File: config.mk
export PLATFORM = sky130hd
export DESIGN_NAME = bit_field_packer_unit
export DESIGN_NICKNAME = d
export VERILOG_FILES = /design/src/hw/rtl/bfp_pkg.sv /design/src/hw/rtl/bfp_step.sv /design/src/hw/rtl/bit_field_packer_unit.sv
export SDC_FILE = /design/constraint.sdc
export NUM_CORES = 1
export LEC_CHECK = 0
export ABC_AREA = 1
export BUFFER_PORTS_ARGS = -buffer_cell sky130_fd_sc_hd__buf_4
export CORE_ASPECT_RATIO = 1.5
export CORE_UTILIZATION = 50
export CTS_CLUSTER_DIAMETER = 200
export DETAILED_ROUTE_END_ITERATION = 10
export GPL_TIMING_DRIVEN = 0
export HOLD_SLACK_MARGIN = 0.08
export PLACE_DENSITY = 0.69
export SYNTH_ARGS = -nofsm -noshare
export SYNTH_HDL_FRONTEND = slang
export SYNTH_SLANG_ARGS = --single-unit
File: constraint.sdc
create_clock -name clk -period 6.27 [get_ports clk]
set_input_delay 0.627 -clock clk [delete_from_list [all_inputs] [get_ports clk]]
set_output_delay 0.627 -clock clk [all_outputs]
set_load 0.05 [all_outputs]
File: src/hw/rtl/bfp_pkg.sv
// Shared types and constants for the bit field packer.
// Holds the command codes, field widths and the packer state and result structs.
// No dependencies.
package bfp_pkg;

  localparam int unsigned WordBits        = 32;
  localparam int unsigned ScratchBits     = 64;
  localparam int unsigned ByteBits        = 8;
  localparam int unsigned MaxWordsDefault = 4096;
  localparam int unsigned CapWidth        = 13;
  localparam int unsigned AddrWidth       = 12;
  localparam int unsigned TotalWidth      = 18;
  localparam int unsigned FieldWidthBits  = 6;
  localparam int unsigned PosWidth        = 5;
  localparam int unsigned InDataWidth     = 40;
  localparam int unsigned OutDataWidth    = 64;

  localparam logic [CapWidth-1:0] CapReset = 13'd4096;

  typedef enum logic [1:0] {
    CMD_WRITE   = 2'd0,
    CMD_ALIGN   = 2'd1,
    CMD_FLUSH   = 2'd2,
    CMD_RESTART = 2'd3
  } cmd_t;

  typedef struct packed {
    logic [ScratchBits-1:0] scratch;
    logic [PosWidth-1:0]    bit_pos;
    logic [CapWidth-1:0]    word_count;
    logic [TotalWidth-1:0]  bits_total;
    logic                   ovf;
  } pack_state_t;

  typedef struct packed {
    logic                  word_valid;
    logic [WordBits-1:0]   word;
    logic [AddrWidth-1:0]  addr;
    logic                  ovf;
    logic [TotalWidth-1:0] bits_packed;
  } pack_result_t;

endpackage

File: src/hw/rtl/bfp_step.sv
// Combinational next-state and result logic for one packer request.
// Depends on bfp_pkg for the command codes and the state and result structs.
module bfp_step #(
  parameter int unsigned MAX_WORDS = bfp_pkg::MaxWordsDefault
) (
  input  bfp_pkg::pack_state_t                 state_i,
  input  bfp_pkg::cmd_t                        cmd_i,
  input  logic [bfp_pkg::WordBits-1:0]         value_i,
  input  logic [bfp_pkg::FieldWidthBits-1:0]   width_i,
  input  logic [bfp_pkg::CapWidth-1:0]         cap_cfg_i,
  output bfp_pkg::pack_state_t                 state_o,
  output bfp_pkg::pack_result_t                result_o
);

  localparam logic [16:0] MaxWordsL = 17'(MAX_WORDS);

  logic [bfp_pkg::CapWidth-1:0]       cap;
  logic [bfp_pkg::TotalWidth-1:0]     cap_bits;
  logic                               do_pack;
  logic [bfp_pkg::FieldWidthBits-1:0] pack_bits;
  logic [bfp_pkg::WordBits-1:0]       pack_val;
  logic [2:0]                         rem;
  logic [bfp_pkg::TotalWidth:0]       total_sum;
  logic                               fits;
  logic [bfp_pkg::ScratchBits-1:0]    mask64;
  logic [bfp_pkg::WordBits-1:0]       masked;
  logic [bfp_pkg::FieldWidthBits-1:0] shamt;
  logic [bfp_pkg::ScratchBits-1:0]    ored;
  logic [bfp_pkg::FieldWidthBits-1:0] pos_sum;
  logic                               wc_ok;

  always_comb begin
    cap      = ({4'b0, cap_cfg_i} > MaxWordsL) ? bfp_pkg::CapWidth'(MaxWordsL) : cap_cfg_i;
    cap_bits = {cap, 5'b0};
    wc_ok    = state_i.word_count < cap;
    rem      = state_i.bits_total[2:0];

    do_pack   = 1'b0;
    pack_bits = '0;
    pack_val  = '0;
    unique case (cmd_i)
      bfp_pkg::CMD_WRITE: begin
        pack_bits = (width_i > 6'd32) ? 6'd32 : width_i;
        do_pack   = (width_i != '0);
        pack_val  = value_i;
      end
      bfp_pkg::CMD_ALIGN: begin
        do_pack   = (rem != 3'd0);
        pack_bits = 6'(4'd8 - {1'b0, rem});
      end
      default: begin
      end
    endcase

    total_sum = {1'b0, state_i.bits_total} + (bfp_pkg::TotalWidth + 1)'(pack_bits);
    fits      = total_sum <= {1'b0, cap_bits};
    mask64    = (64'd1 << pack_bits) - 64'd1;
    masked    = pack_val & mask64[bfp_pkg::WordBits-1:0];
    // The field's highest bit lands just below the bits already gathered.
    shamt     = 6'(7'd64 - {2'b0, state_i.bit_pos} - {1'b0, pack_bits});
    ored      = state_i.scratch | ({32'b0, masked} << shamt);
    pos_sum   = {1'b0, state_i.bit_pos} + pack_bits;

    state_o  = state_i;
    result_o = '0;

    unique case (cmd_i)
      bfp_pkg::CMD_WRITE, bfp_pkg::CMD_ALIGN: begin
        if (do_pack) begin
          if (!fits) begin
            state_o.ovf = 1'b1;
          end else begin
            state_o.scratch    = ored;
            state_o.bit_pos    = pos_sum[bfp_pkg::PosWidth-1:0];
            state_o.bits_total = total_sum[bfp_pkg::TotalWidth-1:0];
            if (pos_sum[bfp_pkg::PosWidth]) begin
              // A full word is ready; it is dropped when no buffer slot is left.
              state_o.scratch = {ored[bfp_pkg::WordBits-1:0], 32'b0};
              if (wc_ok) begin
                result_o.word_valid = 1'b1;
                result_o.word       = ored[bfp_pkg::ScratchBits-1:bfp_pkg::WordBits];
                result_o.addr       = state_i.word_count[bfp_pkg::AddrWidth-1:0];
                state_o.word_count  = state_i.word_count + 13'd1;
              end else begin
                state_o.ovf = 1'b1;
              end
            end
          end
        end
      end
      bfp_pkg::CMD_FLUSH: begin
        // The partial word goes out but the bit position and scratch stay put.
        if (state_i.bit_pos != '0) begin
          if (!wc_ok) begin
            state_o.ovf = 1'b1;
          end else begin
            result_o.word_valid = 1'b1;
            result_o.word       = state_i.scratch[bfp_pkg::ScratchBits-1:bfp_pkg::WordBits];
            result_o.addr       = state_i.word_count[bfp_pkg::AddrWidth-1:0];
            state_o.word_count  = state_i.word_count + 13'd1;
          end
        end
      end
      bfp_pkg::CMD_RESTART: begin
        state_o = '0;
      end
      default: begin
      end
    endcase

    result_o.ovf         = state_o.ovf;
    result_o.bits_packed = state_o.bits_total;
  end

endmodule

File: src/hw/rtl/bit_field_packer_unit.sv
// Bit field packer: one request in, one result out, with an input and a result register.
// An accepted request passes through the input register and then the result register.
// Throughput is one request per cycle while the output is not stalled; the state update in bfp_step sets the pace.
// A stalled output holds one result while one more request waits in the input register.
// Synchronous active-low reset empties both registers, clears the packer state and
// sets the capacity register to 4096 words.
module bit_field_packer_unit #(
  parameter int unsigned MAX_WORDS = bfp_pkg::MaxWordsDefault
) (
  input  logic                                clk,
  input  logic                                rst_n,
  input  logic                                in_tvalid,
  output logic                                in_tready,
  // field_value [31:0], field_width [37:32], zero fill [39:38]
  input  logic [bfp_pkg::InDataWidth-1:0]     in_tdata,
  // cmd [1:0]
  input  logic [1:0]                          in_tuser,
  output logic                                out_tvalid,
  input  logic                                out_tready,
  // out_word [31:0], word_address [43:32], overflow [44], bits_packed [62:45], zero [63]
  output logic [bfp_pkg::OutDataWidth-1:0]    out_tdata,
  // word_valid [0]
  output logic                                out_tuser,
  input  logic                                cfg_we,
  input  logic [bfp_pkg::CapWidth-1:0]        cfg_wdata
);

  logic                                 s1_valid_r, s1_valid_nxt;
  bfp_pkg::cmd_t                        s1_cmd_r;
  logic [bfp_pkg::WordBits-1:0]         s1_value_r;
  logic [bfp_pkg::FieldWidthBits-1:0]   s1_width_r;
  logic                                 out_valid_r, out_valid_nxt;
  bfp_pkg::pack_result_t                out_res_r;
  bfp_pkg::pack_state_t                 state_r, state_nxt;
  bfp_pkg::pack_result_t                step_res;
  logic [bfp_pkg::CapWidth-1:0]         cap_r;
  logic                                 in_accept;
  logic                                 advance;

  assign advance   = s1_valid_r && (!out_valid_r || out_tready);
  assign in_tready = !s1_valid_r || advance;
  assign in_accept = in_tvalid && in_tready;

  always_comb begin
    s1_valid_nxt  = in_accept ? 1'b1 : (advance ? 1'b0 : s1_valid_r);
    out_valid_nxt = advance ? 1'b1 : (out_tready ? 1'b0 : out_valid_r);
  end

  bfp_step #(
    .MAX_WORDS (MAX_WORDS)
  ) u_step (
    .state_i   (state_r),
    .cmd_i     (s1_cmd_r),
    .value_i   (s1_value_r),
    .width_i   (s1_width_r),
    .cap_cfg_i (cap_r),
    .state_o   (state_nxt),
    .result_o  (step_res)
  );

  always_ff @(posedge clk) begin
    if (!rst_n) begin
      s1_valid_r  <= 1'b0;
      out_valid_r <= 1'b0;
      state_r     <= '0;
      cap_r       <= bfp_pkg::CapReset;
    end else begin
      s1_valid_r  <= s1_valid_nxt;
      out_valid_r <= out_valid_nxt;
      if (advance) begin
        state_r <= state_nxt;
      end
      if (cfg_we) begin
        cap_r <= cfg_wdata;
      end
    end
  end

  always_ff @(posedge clk) begin
    if (in_accept) begin
      s1_cmd_r   <= bfp_pkg::cmd_t'(in_tuser);
      s1_value_r <= in_tdata[31:0];
      s1_width_r <= in_tdata[37:32];
    end
    if (advance) begin
      out_res_r <= step_res;
    end
  end

  assign out_tvalid = out_valid_r;
  assign out_tuser  = out_res_r.word_valid;
  assign out_tdata  = {1'b0, out_res_r.bits_packed, out_res_r.ovf, out_res_r.addr,
                       out_res_r.word};

endmodule

# Word-level counts from Yosys, hierarchy flattened
# Cells that the tools add are included.
# totals
output_inout_bits	67
register_bits	220
inputBits	60
elab_cells	84
# op_classes
bitwise	2
eq_ne	7
shift	2
magnitude_cmp	4
n_mux	30
addsub	7
n_reduce_logical	16
# ops
operator	n
$mux 45	6
$pmux 69 s2	1
$mux 101	1
$mux 100	1
$pmux 45 s2	1
$mux 64	1
$or 64x64->64	1
$shl 32x6->64	1
$mux 13	4
$pmux 13 s3	1
$pmux 18 s2	1
$and 32x32->32	1
$mux 32	1
$shl 1x6->32 const A	1
$sub 32x1->32 const B	1
$add 18x6->19	1
$le 19x18->1	1
$add 13x1->13 const B	1
$gt 13x13->1 const B	1
$lt 13x13->1	1
$pmux 6 s2	1
$mux 1	8
$ne 2x1->1 const B	4
$add 5x6->6	1
other kinds (20)	26

# Depth between registers and ports, before layout
# Gate-level depths: netlist (run 1).
# depth
word_depth	13
mapped_depth	38
depth_no_buf	38

# Cells and area by module
# A second synthesis (run 1) with hierarchy kept.
# hier_totals
cells_unflattened	2670
hier_area_um2	17266.6
# modules_own_cells
module	area_each_um2	instances	cells_per_inst	seq_area_each_um2
bfp_step	9087.5	1	1832	0.0
bit_field_packer_unit	8179.1	1	838	5445.2

# Least setup slack after synthesis (run 1)
# Ideal clock, no wire load.
# synth_path
path_kind	reg-to-reg
start	register state_r[1] in the netlist's numbering
end	register state_r[28] in the netlist's numbering
required_time_ns	6.136
synth_period_minus_slack_ns	5.301
path_buffers	1
setup_time_ns	0.134
stages_incl_launch_ff	37
slack_ns	0.969
t_arrival_ns	5.167
cell_sequence	dfxtp_1 inv_1 ha_1 ha_1 nand2_2 nand2_4 buf_2 ha_1 nand3_1 nand2_1 a21oi_1 o21bai_1 nand2_1 a21oi_1 nand2_1 nor4_1 nand3_1 xor2_1 inv_1 ha_1 nand2_1 inv_1 nand3_1 nor4_1 nand4_1 o21ai_0 nand2_1 nor2_4 nor2_2 nor2_1 nand2_1 nor2_1 nand3_1 nor2_1 inv_1 o21ai_1 a21oi_1
# synth_between
elab_chain_len	6
word_cells_on_any_way	11
cone_classes	3 x add/sub; 1 x order compare; 3 x eq/ne; 2 x mux; 2 x reduce/logical
# synth_rtl
element	line	source
start: declaration	bit_field_packer_unit.sv:34	bfp_pkg::pack_state_t state_r, state_nxt;
start signal: assignment	bit_field_packer_unit.sv:71	state_r <= state_nxt;
$sub 4x3->5	bfp_step.sv:49	pack_bits = 6'(4'd8 - {1'b0, rem});
$pmux 6 s2	bfp_step.sv:41	unique case (cmd_i)
$add 18x6->19	bfp_step.sv:55	total_sum = {1'b0, state_i.bits_total} + (bfp_pkg::TotalWidth + 1)'(pack_bits);
$le 19x18->1	bfp_step.sv:56	fits = total_sum <= {1'b0, cap_bits};
$ne 2x1->1 (no source line)	n/a	
$reduce_and 5->1 (no source line) *	n/a	
# Mark *: on every way between the ends. The rest lies on a longest branch, timed or not.
# A chain may end at the register's enable or synchronous reset.

# Final worst setup path (run 1)
# layout_path
start	register state_r[1] in the netlist's numbering
end	register state_r[88] in the netlist's numbering
# layout_between
elab_chain_len	11
word_cells_on_any_way	20
cone_classes	5 x add/sub; 1 x order compare; 2 x eq/ne; 2 x shift; 6 x mux; 2 x bitwise; 2 x reduce/logical
# layout_rtl
element	line	source
$sub 4x3->5	bfp_step.sv:49	
$pmux 6 s2	bfp_step.sv:41	
$shl 1x6->32	bfp_step.sv:57	mask64 = (64'd1 << pack_bits) - 64'd1;
$sub 32x1->32	bfp_step.sv:57	
$and 32x32->32	bfp_step.sv:58	masked = pack_val & mask64[bfp_pkg::WordBits-1:0];
$shl 32x6->64	bfp_step.sv:61	ored = state_i.scratch | ({32'b0, masked} << shamt);
$or 64x64->64	bfp_step.sv:61	
$mux 64	bfp_step.sv:76	if (pos_sum[bfp_pkg::PosWidth]) begin
$mux 100	bfp_step.sv:70	if (!fits) begin
$mux 101	bfp_step.sv:69	if (do_pack) begin
$pmux 69 s2	bfp_step.sv:67	unique case (cmd_i)
# Parallel ways exist; a longest one is shown, timed or not. The select of a mux whose other input is x is not followed.

==> results of run 1 <==
layer usage:
metal / global-route usage, % / part of all wire (%)
met4: 21.7 / 6.8
met1: 39.3 / 37
met3: 3.14 / 5.6
met2: 64.4 / 51
met5: 0 / 0
cell usage after synthesis, types with 18 or more instances:
cell type | n | area, um2
a21oi_1 | 119 | 596
buf_2 | 22 | 110
clkbuf_1 | 52 | 195
dfxtp_1 | 116 | 2320
edfxtp_1 | 104 | 3120
ha_1 | 50 | 626
inv_1 | 229 | 860
nand2_1 | 496 | 1860
nand3_1 | 316 | 1580
nand4_1 | 59 | 369
nor2_1 | 149 | 559
nor3_1 | 18 | 90.1
o21ai_0 | 84 | 420
cell families after synthesis:
group	after synthesis	share of synthesized area [%]
flip-flops	220	37.2
other	1	0.0257
AND/OR/NAND/NOR	1118	35.2
multiplexers	1	0.0685
adder cells (fa/ha/maj)	53	4.69
XOR/XNOR	21	1.26
AO/OA/AOI/OAI	299	12.0
buffers and inverters	345	9.53
cell type report:
cell class	count	area, um2	area share (%)
Buffer	102	494	2.92
Clock inverter	6	37.5	0.222
Multi-Input combinational cell	1493	7870	46.5
Timing Repair Buffer	128	981	5.80
Tap cell	390	488	2.88
Sequential cell	220	5450	32.2
Inverter	243	915	5.41
Clock buffer	35	681	4.02
critical path, delay by kind of cell, from the launching register on:
family | cells | cell delay, ps
buf+inv | 7 | 1030
xor+xnor | 1 | 190
flops | 1 | 380
compound gates | 5 | 810
simple gates | 17 | 2470
fa+ha+maj | 4 | 1080
flip-flops by register name (all words and copies together) (netlist names):
register and cells:
state_r 101, out_tdata 63, s1_value_r 32, cap_r 13, s1_width_r 6, s1_cmd_r 2
out_tuser 1, out_tvalid 1, s1_valid_r 1
power by group through the flow:
stage               clock network, mW  logic, mW  registers (mW)
global route                     1.40       2.68            1.64
floorplan                           0       1.52            1.73
CTS                              1.35       2.41            1.63
detailed placement                  0       2.40            1.66
global placement                    0       2.38            1.66
finish                           1.34       2.49            1.63
worst max path at each step:
stage,startpoint,end,slack [ps],cells past startpoint
floorplan,state_r[1],state_r[28],970,36
global placement,state_r[1],state_r[53],-550,34
detailed placement,state_r[1],state_r[54],-560,34
CTS,state_r[1],state_r[28],40,36
global route,state_r[1],state_r[88],-110,34
finish,state_r[1],state_r[88],220,34
what timing repair did:
| item | 4_1_cts | 5_1_grt |
|---|---|---|
| pin swaps | 2 | 3 |
| resized for setup | 12 | 20 |
| buffers inserted | 4 | 1 |
| endpoints found under the setup margin | 114 | 110 |
metrics by stage:
stage | hold WS (ps) | utilization [%] | instance area, um2 | setup WS [ps]
global route | 263 | 58.9 | 16900 | -109
CTS | 249 | 58.6 | 16800 | 44.6
finish | 266 | 58.9 | 16900 | 218
global placement | 452 | 55.8 | 16000 | -548
detailed placement | 459 | 55.9 | 16100 | -558
floorplan | 444 | - | 14600 | 969
==> flow_metrics.py, run 1 <==
metrics = {
    "power_and_ir_drop": {
        "p_clk_share_pct": 24.6,
        "power_density_mw_per_mm2": 323,
        "seqPwrFrac_pct": 29.9,
        "p_int_mw": 3.00,
        "p_sw_share_pct": 45.1,
        "p_total_mw": 5.46,
        "static-leakage-power_nw": 7.68,
        "p_switching_mw": 2.46,
        "irDropWorstVdd_mv": 0.237,
        "p_comb_share_pct": 45.6,
    },
    "finish": {
        "final_cell_mix": "493 x nand2_1, 315 x nand3_1, 228 x inv_1, 144 x nor2_1, 135 x buf_4",
        "drive_above_1_share_pct": 13.1,
        "syn2layout_area_growth_pct": 15.7,
        "antenna_cells": 0,
        "final_nets": 2324,
        "fill_cells": 2771,
        "final_common_cell": "nand2_1",
        "final_cells": 2617,
    },
    "setup_path": {
        "end_kind": "flip-flop",
        "cp_slowest_cell": "dfxtp_2",
        "path_class": "reg -> reg",
        "critPathMaxStageDelay_ps": 380,
        "arrival_ps": 6490,
        "r2r_start": "state_r[1]",
        "start_kind": "flip-flop",
        "reg2reg_depth": 34,
        "r2r-end": "state_r[88]",
        "cp.required_ps": 6710,
        "path_max_fanout": 11,
        "rrSetupSlack_ps": 220,
        "timing.critical_path.mode_cell": "nand2_1",
    },
    "run": {
        "maxCapViolCount": 0,
    },
    "detailed_routing": {
        "routed_wl_um": 52500,
        "drt-pass1-iter-count": 8,
        "drtAntennaViolNets": 0,
        "drtIter0Drc": 1256,
        "vias": 15100,
        "wl_per_cell_um": 20.1,
        "drc_errors": 0,
        "vias_per_cell": 5.76,
    },
    "timing": {
        "tightestPinTransition_ps": 1050,
        "fmax_mhz": 165,
        "setup_viol": 0,
        "tns_ps": 0,
        "period_share_pct": 96.5,
        "rsz0062_at_grt": "true",
        "slew_violations": 0,
        "fin_crit_ps": 6050,
        "hold_viol_final": 0,
        "fin_skew_ps": 15.2,
        "slew_headroom_pct": 29.5,
    },
    "floorplan": {
        "start_util_pct": 50.9,
        "dieArea_mm2": 0.0299,
        "row_count": 76,
        "coreArea_mm2": 0.0287,
        "die_h_um": 211,
        "dieWidth_um": 142,
        "io_pins": 127,
    },
    "clock_tree": {
        "clk_path_buf_depth": 3,
        "cts-buffers-inserted": 23,
        "tritoncts": "done",
        "cts_root_buffer": "clkbuf_16",
        "h-tree-depth": 1,
        "clock_sinks": 220,
        "clock_latency_ps": 540,
        "clk_pin_slew_ps": 60,
        "ctsHoldBuffers": 0,
    },
    "place": {
        "place.port_buffers": 122,
        "dp_cells": 2571,
        "hpwl_um": 42000,
        "place.gp.congestion": 1.02,
    },
    "synth": {
        "async_flop_share_pct": 0,
        "synth_area_mm2": 0.0146,
        "syn_avg_cell_area_um2": 7.10,
        "synth_ff_type": "dfxtp_1",
        "synth_enable_flop_cells": 104,
        "synth_cell_type_count": 62,
        "synth.net_count": 2171,
        "synth_warnings": 0,
        "ys_seq_area_share_pct": 37.2,
        "synth_cells": 2058,
        "synth_seq_cells": 220,
    },
    "run_status": {
        "status": "finished clean",
    },
    "hold_path": {
        "hp-start": "in_tdata[37]",
        "hold_path_class": "in -> reg",
        "min_path_cells": 1,
        "whs_endpoint": "s1_width_r[5]",
    },
    "grt": {
        "grt_first_pass_wirelength_um": 80000,
        "grt_overflow": 0,
        "antenna_found_initial": 0,
        "grt_pass1_vias": 14300,
        "grt_use_total_pct": 35.3,
        "grt_max_degree": 54,
    },
}
No activity file was read; power rests on OpenSTA's default activity.
==> inputs of run 2 (changes only) <==
--- a/config.mk
+++ b/config.mk
@@ -14,6 +14,7 @@
 export GPL_TIMING_DRIVEN = 0
 export HOLD_SLACK_MARGIN = 0.08
 export PLACE_DENSITY = 0.69
+export RECOVER_POWER = 25
 export SYNTH_ARGS = -nofsm -noshare
 export SYNTH_HDL_FRONTEND = slang
 export SYNTH_SLANG_ARGS = --single-unit
==> run 2 against run 1 <==
Compared with the run above:
- sequential cell count unchanged
- clock power about the same
- count of clock-buffer cells in the layout unchanged
- first-iteration DRC count increased by 5.9%
- die area unchanged
- register-to-register slack improved by 30 ps
- critical path depth unchanged
- highest routed layer unchanged
- via count decreased by 0.52%
- total power about the same
- wire length decreased by 0.42%
- clock skew decreased by 3.3 ps
- the run now ends with max-capacitance violations left
- critical endpoint unchanged
==> flow_metrics.py, run 2 (synthesis gave the netlist of run 1 again) <==
metrics = {
    "finish": {
        "fin_area_mm2": 0.0169,
        "final_nets": 2324,
        "final_cell_mix": "493 x nand2_1, 315 x nand3_1, 229 x inv_1, 144 x nor2_1, 118 x a21oi_1",
        "fill_cells": 2773,
        "antenna_cells": 0,
        "top_register": "state_r",
        "syn2layout_area_growth_pct": 15.7,
        "largest_reg_flops": 101,
        "drive_above_1_share_pct": 13.0,
        "final_common_cell": "nand2_1",
    },
    "floorplan": {
        "dieWidth_um": 142,
        "start_util_pct": 50.9,
        "coreArea_mm2": 0.0287,
        "dieArea_mm2": 0.0299,
        "die_h_um": 211,
        "io_pins": 127,
        "row_count": 76,
    },
    "timing": {
        "fin_ws_ps": 247,
        "rsz0062_at_grt": "true",
        "tightestPinTransition_ps": 1480,
        "slew_violations": 0,
        "hold_viol_final": 0,
        "tns_ps": 0,
        "fin_crit_ps": 6020,
        "fmax_mhz": 166,
        "setup_viol": 0,
        "holdWs_ps": 288,
        "fin_skew_ps": 11.8,
        "period_share_pct": 96.1,
        "slew_headroom_pct": 1.22,
    },
    "clock_tree": {
        "h-tree-depth": 1,
        "clk_path_buf_depth": 3,
        "clk_pin_slew_ps": 60,
        "cts_root_buffer": "clkbuf_16",
        "tritoncts": "done",
        "clock_latency_ps": 540,
        "clock_sinks": 220,
        "cts-buffers-inserted": 23,
    },
    "setup_path": {
        "critPathMaxStageDelay_ps": 380,
        "crit_start": "state_r[1]",
        "arrival_ps": 6460,
        "path_max_fanout": 11,
        "rrSetupSlack_ps": 250,
        "critPathCapture": "state_r[88]",
        "crit_buf_inv": 7,
        "path_class": "reg -> reg",
        "crit_cells": 34,
        "cp_slowest_cell": "dfxtp_2",
        "reg2reg_depth": 34,
        "timing.critical_path.mode_cell": "nand2_1",
        "cp.required_ps": 6710,
        "end_kind": "flip-flop",
        "start_kind": "flip-flop",
        "crit_family": "simple AND/OR/NAND/NOR gates",
        "r2r_start": "state_r[1]",
        "r2r-end": "state_r[88]",
    },
    "hold_path": {
        "min_path_cells": 1,
        "hold_path_class": "in -> reg",
    },
    "run_status": {
        "violations": "max-capacitance violations",
        "status": "finished, violations left",
    },
    "grt": {
        "grt_pass1_vias": 14300,
        "grt_first_pass_wirelength_um": 80000,
        "grt_max_degree": 54,
        "antenna_found_initial": 0,
        "grt_use_total_pct": 35.3,
        "grt_overflow": 0,
    },
    "place": {
        "place.gp.congestion": 1.02,
        "pre_cts_slack_ps": -558,
        "place.port_buffers": 122,
        "hpwl_um": 42000,
        "place_area_mm2": 0.0161,
    },
    "detailed_routing": {
        "drc_errors": 0,
        "drtIter0Drc": 1330,
        "drtAntennaViolNets": 0,
        "vias_per_cell": 5.73,
        "wl_per_cell_um": 20.0,
        "routed_wl_um": 52300,
        "vias": 15000,
        "drt-pass1-iter-count": 8,
    },
    "power_and_ir_drop": {
        "power_density_mw_per_mm2": 323,
        "static-leakage-power_nw": 7.67,
        "irDropWorstVdd_mv": 0.238,
    },
    "run": {
        "maxCapViolCount": 1,
    },
}
==> run 2: cell count changes in the layout (fill, tap and decap cells not counted) <==
cell      change
buf_4        -40
inv_1         +1
clkbuf_4     +39
inv_2         -1
clkbuf_1      +1
==> run 2: worst min path at each step <==
stage                            start            end  slack (ps)
final                     in_tdata[32]  s1_width_r[0]         290
after global routing      in_tdata[37]  s1_width_r[5]         290
after CTS                 in_tdata[37]  s1_width_r[5]         250
after detailed placement   state_r[75]    state_r[75]         460
after global placement     state_r[74]    state_r[74]         450
after floorplan            state_r[84]    state_r[84]         440
==> run 2: stage by stage <==
step                utilization [%]  instances  total power, mW
floorplan                         -       2058             3.26
global placement               55.8       2570             4.04
detailed placement             55.9       2571             4.06
CTS                            58.6       2616             5.40
global route                   58.9       2617             5.71
finish                         58.9       2617             5.46
==> run 2: final cells by class <==
cell class | count | area (um2) | share of cell area, %
Inverter | 243 | 915 | 5.41
Multi-Input combinational cell | 1493 | 7870 | 46.5
Tap cell | 390 | 488 | 2.89
Clock inverter | 6 | 37.5 | 0.222
Sequential cell | 220 | 5450 | 32.2
Buffer | 102 | 490 | 2.90
Clock buffer | 35 | 681 | 4.02
Timing Repair Buffer | 128 | 981 | 5.80
==> run 2: per-layer routing <==
metal,wire length (um),vias up,global-route usage (%)
met5,0,-,0
met3,2990,165,3.14
met4,3500,0,21.7
met1,19300,6977,39.3
li1,-,7230,-
met2,26500,611,64.4
==> run 2: repair_timing <==
action | 4_1_cts | 5_1_grt
hold buffers | 0 | 0
setup endpoints to repair | 114 | 110
buffers inserted | 4 | 1
pin swaps | 2 | 3
gates resized for setup | 12 | 20
==> run 2: worst reg2reg max path, delay by kind of cell, from the launching register on <==
| family | cells | cell delay (ps) |
|---|---|---|
| flip-flops | 1 | 380 |
| AO/OA/AOI/OAI | 5 | 780 |
| adder cells (fa/ha/maj) | 4 | 1080 |
| XOR/XNOR | 1 | 190 |
| buffers and inverters | 7 | 1040 |
| AND/OR/NAND/NOR | 17 | 2450 |
==> run 2: where the power goes <==
group	leakage, nW	internal, mW	switching [mW]
Clock	0.358	0.748	0.595
Combinational	5.37	0.663	1.82
Sequential	1.94	1.59	0.0439
